--- src/hw/rtl/sm3_pkg.sv ---
`timescale 1ns / 1ps

package sm3_pkg;

  localparam int unsigned WordW = 32;
  localparam int unsigned NumWords = 16;
  localparam int unsigned NumChain = 8;
  localparam int unsigned NumRounds = 64;
  localparam int unsigned OutDataW = 40;

  localparam logic [WordW-1:0] TLow = 32'h79CC4519;
  localparam logic [WordW-1:0] THigh = 32'h7A879D8A;
  // THigh rotated left by 16, the constant that round 16 starts from.
  localparam logic [WordW-1:0] THighRot16 = 32'h9D8A7A87;

  typedef logic [WordW-1:0] word_t;

  localparam word_t Iv [NumChain] = '{
    32'h7380166F, 32'h4914B2B9, 32'h172442D7, 32'hDA8A0600,
    32'hA96F30BC, 32'h163138AA, 32'hE38DEE4D, 32'hB0FB0E4E
  };

  typedef enum logic [1:0] {
    StLoad,
    StRound,
    StOut
  } state_e;

  function automatic word_t perm_p0(input word_t x);
    return x ^ {x[22:0], x[31:23]} ^ {x[14:0], x[31:15]};
  endfunction

  function automatic word_t perm_p1(input word_t x);
    return x ^ {x[16:0], x[31:17]} ^ {x[8:0], x[31:9]};
  endfunction

endpackage

--- src/hw/rtl/sm3_block_compression.sv ---
`timescale 1ns / 1ps
// A block passes through three phases: 16 input transfers, then the 64 rounds, then 8 output transfers;
// a new 512-bit block is accepted only after the last output transfer of the previous one.
// Throughput is set by the single round unit, which runs one SM3 round per cycle.
// The input is ready only while words of a block are being collected.
// Reset (rst_ni low, asynchronous) loads the SM3 initial value as chaining value,
// clears the word count and sets the restart flag so the first block starts from it.
module sm3_block_compression
  import sm3_pkg::*;
(
  input  logic                clk_i,
  input  logic                rst_ni,
  input  logic                s_axis_tvalid_i,
  output logic                s_axis_tready_o,
  input  logic [WordW-1:0]    s_axis_tdata_i,   // [31:0] message_word
  input  logic                s_axis_tuser_i,   // [0] new_message
  output logic                m_axis_tvalid_o,
  input  logic                m_axis_tready_i,
  output logic [OutDataW-1:0] m_axis_tdata_o,   // [31:0] digest_word, [34:32] word_index
  output logic                m_axis_tlast_o    // last_word
);

  state_e state_q, state_d;

  word_t       cv_q   [NumChain];
  word_t       cv_d   [NumChain];
  word_t       work_q [NumChain];
  word_t       work_d [NumChain];
  // Message window: entry 0 holds W[j] of the current round, entry 15 the newest word.
  word_t       win_q  [NumWords];
  word_t       win_d  [NumWords];
  word_t       tj_q, tj_d;
  logic [3:0]  word_cnt_q, word_cnt_d;
  logic [5:0]  round_q, round_d;
  logic [2:0]  out_idx_q, out_idx_d;
  logic        restart_q, restart_d;

  logic        in_xfer;
  logic        out_xfer;
  logic [3:0]  word_base;
  logic        block_done;

  // Round unit signals.
  logic        early;
  word_t       a_rot12;
  word_t       ff, gg, ss1, ss2, tt1, tt2, w_next, ss1_pre;

  assign in_xfer    = s_axis_tvalid_i && s_axis_tready_o;
  assign out_xfer   = m_axis_tvalid_o && m_axis_tready_i;
  // A word flagged as new_message always becomes word 0 of a fresh block.
  assign word_base  = s_axis_tuser_i ? 4'd0 : word_cnt_q;
  assign block_done = in_xfer && (word_base == 4'd15);

  // One SM3 round, reused for all 64 rounds.
  always_comb begin
    early   = (round_q[5:4] == 2'd0);
    a_rot12 = {work_q[0][19:0], work_q[0][31:20]};
    ff      = early ? (work_q[0] ^ work_q[1] ^ work_q[2])
                    : ((work_q[0] & work_q[1]) | (work_q[0] & work_q[2]) |
                       (work_q[1] & work_q[2]));
    gg      = early ? (work_q[4] ^ work_q[5] ^ work_q[6])
                    : ((work_q[4] & work_q[5]) | (~work_q[4] & work_q[6]));
    ss1_pre = a_rot12 + work_q[4] + tj_q;
    ss1     = {ss1_pre[24:0], ss1_pre[31:25]};
    ss2     = ss1 ^ a_rot12;
    tt1     = ff + work_q[3] + ss2 + (win_q[0] ^ win_q[4]);
    tt2     = gg + work_q[7] + ss1 + win_q[0];
    // Next expanded word, W[j+16] from the window taps.
    w_next  = perm_p1(win_q[0] ^ win_q[7] ^ {win_q[13][16:0], win_q[13][31:17]})
            ^ {win_q[3][24:0], win_q[3][31:25]} ^ win_q[10];
  end

  // Next-state logic.
  always_comb begin
    state_d = state_q;
    unique case (state_q)
      StLoad: begin
        if (block_done) begin
          state_d = StRound;
        end
      end
      StRound: begin
        if (round_q == 6'(NumRounds - 1)) begin
          state_d = StOut;
        end
      end
      StOut: begin
        if (out_xfer && (out_idx_q == 3'(NumChain - 1))) begin
          state_d = StLoad;
        end
      end
      default: state_d = StLoad;
    endcase
  end

  // Handshake outputs and the result word; the digest is the chaining value XOR the rounds.
  always_comb begin
    s_axis_tready_o = (state_q == StLoad);
    m_axis_tvalid_o = (state_q == StOut);
    m_axis_tlast_o  = (out_idx_q == 3'(NumChain - 1));
    m_axis_tdata_o  = {5'd0, out_idx_q, cv_q[out_idx_q] ^ work_q[out_idx_q]};
  end

  // Datapath next values.
  always_comb begin
    cv_d       = cv_q;
    work_d     = work_q;
    win_d      = win_q;
    tj_d       = tj_q;
    word_cnt_d = word_cnt_q;
    round_d    = round_q;
    out_idx_d  = out_idx_q;
    restart_d  = restart_q;

    unique case (state_q)
      StLoad: begin
        if (in_xfer) begin
          for (int i = 0; i < NumWords - 1; i++) begin
            win_d[i] = win_q[i+1];
          end
          win_d[NumWords-1] = s_axis_tdata_i;
          word_cnt_d = word_base + 4'd1;
          if ((word_base == 4'd0) && (s_axis_tuser_i || restart_q)) begin
            cv_d      = Iv;
            restart_d = 1'b0;
          end
          if (block_done) begin
            work_d  = cv_q;
            tj_d    = TLow;
            round_d = '0;
          end
        end
      end
      StRound: begin
        work_d[0] = tt1;
        work_d[1] = work_q[0];
        work_d[2] = {work_q[1][22:0], work_q[1][31:23]};
        work_d[3] = work_q[2];
        work_d[4] = perm_p0(tt2);
        work_d[5] = work_q[4];
        work_d[6] = {work_q[5][12:0], work_q[5][31:13]};
        work_d[7] = work_q[6];
        for (int i = 0; i < NumWords - 1; i++) begin
          win_d[i] = win_q[i+1];
        end
        win_d[NumWords-1] = w_next;
        // The round constant rotates by one per round and switches at round 16.
        tj_d    = (round_q == 6'd15) ? THighRot16 : {tj_q[30:0], tj_q[31]};
        round_d = round_q + 6'd1;
        out_idx_d = '0;
      end
      StOut: begin
        if (out_xfer) begin
          out_idx_d = out_idx_q + 3'd1;
          if (out_idx_q == 3'(NumChain - 1)) begin
            for (int i = 0; i < NumChain; i++) begin
              cv_d[i] = cv_q[i] ^ work_q[i];
            end
          end
        end
      end
      default: ;
    endcase
  end

  always_ff @(posedge clk_i or negedge rst_ni) begin
    if (!rst_ni) begin
      state_q    <= StLoad;
      cv_q       <= Iv;
      word_cnt_q <= '0;
      round_q    <= '0;
      out_idx_q  <= '0;
      restart_q  <= 1'b1;
    end else begin
      state_q    <= state_d;
      cv_q       <= cv_d;
      word_cnt_q <= word_cnt_d;
      round_q    <= round_d;
      out_idx_q  <= out_idx_d;
      restart_q  <= restart_d;
    end
  end

  always_ff @(posedge clk_i) begin
    work_q <= work_d;
    win_q  <= win_d;
    tj_q   <= tj_d;
  end

endmodule
--- config.mk ---
export PLATFORM = sky130hd
export DESIGN_NAME = sm3_block_compression
export DESIGN_NICKNAME = d
export VERILOG_FILES = /design/src/hw/rtl/sm3_pkg.sv /design/src/hw/rtl/sm3_block_compression.sv
export SDC_FILE = /design/constraint.sdc
export NUM_CORES = 2
export LEC_CHECK = 0
export ABC_AREA = 1
export BUFFER_PORTS_ARGS = -buffer_cell sky130_fd_sc_hd__buf_2
export CAP_MARGIN = 20
export CORE_UTILIZATION = 54
export CTS_BUF_LIST = sky130_fd_sc_hd__clkbuf_8
export CTS_CLUSTER_DIAMETER = 60
export DETAILED_ROUTE_END_ITERATION = 7
export MAX_ROUTING_LAYER = met4
export PLACE_DENSITY = 0.7
export SYNTH_ARGS = -nofsm -noshare
export SYNTH_HDL_FRONTEND = slang
export SYNTH_SLANG_ARGS = --single-unit
export TNS_END_PERCENT = 100
--- constraint.sdc ---
create_clock -name clk_i -period 54.8 [get_ports clk_i]
set_input_delay 0 -clock clk_i [delete_from_list [all_inputs] [get_ports clk_i]]
set_output_delay 0 -clock clk_i [all_outputs]
set_load 0.005 [all_outputs]
==> impl_metrics.yaml <==
worst_setup_path:
  end_kind: "flop"
  path_class: "flop to flop"
  critPathMaxFanout: 7
  critPathRequiredTime_ps: 55410
  start_kind: "flop"
  critPathArrivalTime_ps: 7850
  worstRegToRegCells: 26
clock_network:
  path_clk_slew_ps: 60
  post_cts_buffers: 0
  clock_latency_ps: 920
  cts_hold_buf: 71
  cts_root_buf: "clkbuf_8"
  cts_buffers: 180
  post_cts_resize_count: 0
  cts_tree: "yes"
  cts.sinks: 1072
  clock_path_buffers: 3
  cts-htree-levels: 4
grt:
  grt_start_max_net_pins: 161
  grt_pass1_wl_um: 312000
  grt_overflow_total: 0
  grt_pass1_vias: 44029
  track_usage_pct: 40.9
  antenna_found_initial: 13
cells_and_area:
  final_common_cell: "nand2_1"
  drive_above_1_share_pct: 9.03
  fin_nets: 6593
  multiInputGateArea_mm2: 0.0241
  most-common-layout-cells: "nand2_1, o21ai_0, inv_1"
  seqCellArea_mm2: 0.0310
  nFillCells: 9001
  syn_to_final_growth_pct: 10.1
floorplanning:
  core-area_mm2: 0.108
  rows: 120
  die-area_mm2: 0.111
  start_util_pct: 54.8
  die_h_um: 332
  pin_count: 80
  dieWidth_um: 332
synth:
  async_flop_share_pct: 25.4
  avgSynthCellArea_um2: 9.60
  ys_warn_count: 0
  synth_cell_types: 57
  netlist_instances: 6145
  seq_area_frac_synth_pct: 52.5
  netlist_area_mm2: 0.0590
  ys_seq_elements: 1072
  synthFlopType: "edfxtp_1"
  synth_edf_count: 800
drt:
  num_vias: 46879
  routed_wl_um: 220000
  detail_route.first_pass.iterations: 8
  ant_nets: 0
  drc: 0
  vias_per_cell: 5.98
  wl_per_cell_um: 28.1
  drt_iter0_markers: 6349
timing:
  fmax_mhz: 138
  fin_crit_ps: 7240
  hold_viol_final: 0
  period_share_pct: 13.2
  final_max_slew_viol_count: 0
  rsz0062_at_grt: "false"
  clock_skew_ps: 40.0
  tns_ps: 0
  worst_pin_slew_ps: 1330
  relSlewSlack_pct: 10.6
  finalSetupViolations: 0
worst_hold_path:
  holdCritPathClass: "input port to flop"
  hold_path_depth: 4
job:
  drv_cap: 0
outcome:
  status: "completed"
placed_design:
  hpwl_um: 163000
  io_buffers: 74
  gp_congestion: 1.08
-- synth_stat cells, types with 3 or more instances --
cell	number	area, µm²
nor3_1	25	125
edfxtp_1	800	24000
nand3_1	501	2510
clkbuf_1	156	586
or2_1	3	18.8
nor2_1	183	687
nand2_2	13	81.3
o21a_1	4	30.0
a21oi_1	450	2250
ha_1	97	1210
nor2_2	8	50.1
inv_1	764	2870
o21ai_0	840	4200
buf_1	22	82.6
nand3b_1	18	135
o21bai_1	12	90.1
buf_4	5	37.5
nand3_2	3	30.0
clkinv_1	4	15.0
or2_2	51	319
o21ai_1	10	50.1
o22ai_1	6	37.5
xnor2_1	88	771
a221oi_1	20	175
buf_2	71	355
a21boi_0	4	30.0
nand4_1	26	163
a31oi_1	45	282
a21oi_2	3	26.3
a21o_1	5	37.5
dfstp_2	120	3150
xnor3_1	3	67.6
dfrtp_1	152	3800
nand2_1	1156	4340
fa_1	188	3760
xor2_1	259	2270
mux2i_1	4	40.0
-- cells by family (layout without fill, tap and decap cells) --
logic type | after synthesis | count (layout) | share of synthesized area, %
AO/OA/AOI/OAI | 1410 | 1410 | 12.4
XOR/XNOR | 354 | 354 | 5.40
adder cells (fa/ha/maj) | 285 | 285 | 8.44
buffers and inverters | 1024 | 1296 | 6.70
flip-flops | 1072 | 1072 | 52.5
multiplexers | 4 | 4 | 0.0679
other | 1 | 17 | 0.00636
AND/OR/NAND/NOR | 1995 | 1995 | 14.4
-- per-stage QoR --
step	area, µm²	hold slack (ps)	utilization (%)	setup slack, ps	instances
2_1_floorplan	59000	-296	-	34670	6149
3_5_place_dp	60500	150	56.2	47770	7420
5_1_grt	64900	44.3	60.3	47340	7834
6_report	64900	45.4	60.3	47560	7836
3_3_place_gp	60500	155	56.2	47780	7420
4_1_cts	64900	10.7	60.2	47710	7823
-- layer usage --
layer	vias up	part of all wire, %	GRT usage [%]
met5	-	0	-
met4	0	6.5	23.3
met3	483	10	9.70
met2	2693	44	59.6
met1	22731	39	52.4
li1	20972	-	-
-- sequential cells by signal, indices dropped and copies added, names as in the netlist --
register and flops:
restart_q 1, word_cnt_q 4, state_q 2, work_q 224, tj_q 32, out_idx_q 3
win_q 512, round_q 6, cv_q 256, a_rot12 32
-- final cells by class --
type / instances / area share [%]
Tap cell: 1403 / 2.70
Timing Repair Buffer: 194 / 2.36
Inverter: 770 / 4.49
Multi-Input combinational cell: 4053 / 37.1
Sequential cell: 1072 / 47.7
Clock inverter: 128 / 1.24
Antenna cell: 12 / 0.0463
Clock buffer: 204 / 4.33
-- worst max-delay path: stages, from the launching register on --
cell and delay, ps:
edfxtp_1 600, fa_1 490, ha_1 470, a21oi_1 260, o21ai_0 190, o21bai_1 210
a21oi_1 130, nand2_1 120, xnor2_1 520, xor2_1 330, fa_1 500, fa_1 500
ha_1 270, inv_1 100, fa_1 410, inv_1 100, nand3_1 70, nand2_1 170
a21oi_1 150, o21ai_0 560, nand2_1 110, nand2_1 160, nand3_1 110, nand3_1 80
nand2_1 50, nand3_1 130, o21ai_0 120
-- final timing paths --
kind / start / to / slack (ps)
max in group asynchronous: rst_ni / cv_q[218] / 53370
min: m_axis_tready_i / out_idx_q[1] / 50
min in group asynchronous: rst_ni / cv_q[62] / 500
max reg2reg: work_q[120] / a_rot12[7] / 47560
min reg2reg: win_q[118] / win_q[150] / 400
max: work_q[120] / a_rot12[7] / 47560
Power is not shown: default switching activity piles up to over one toggle a cycle in this logic, so the estimate is an artifact.
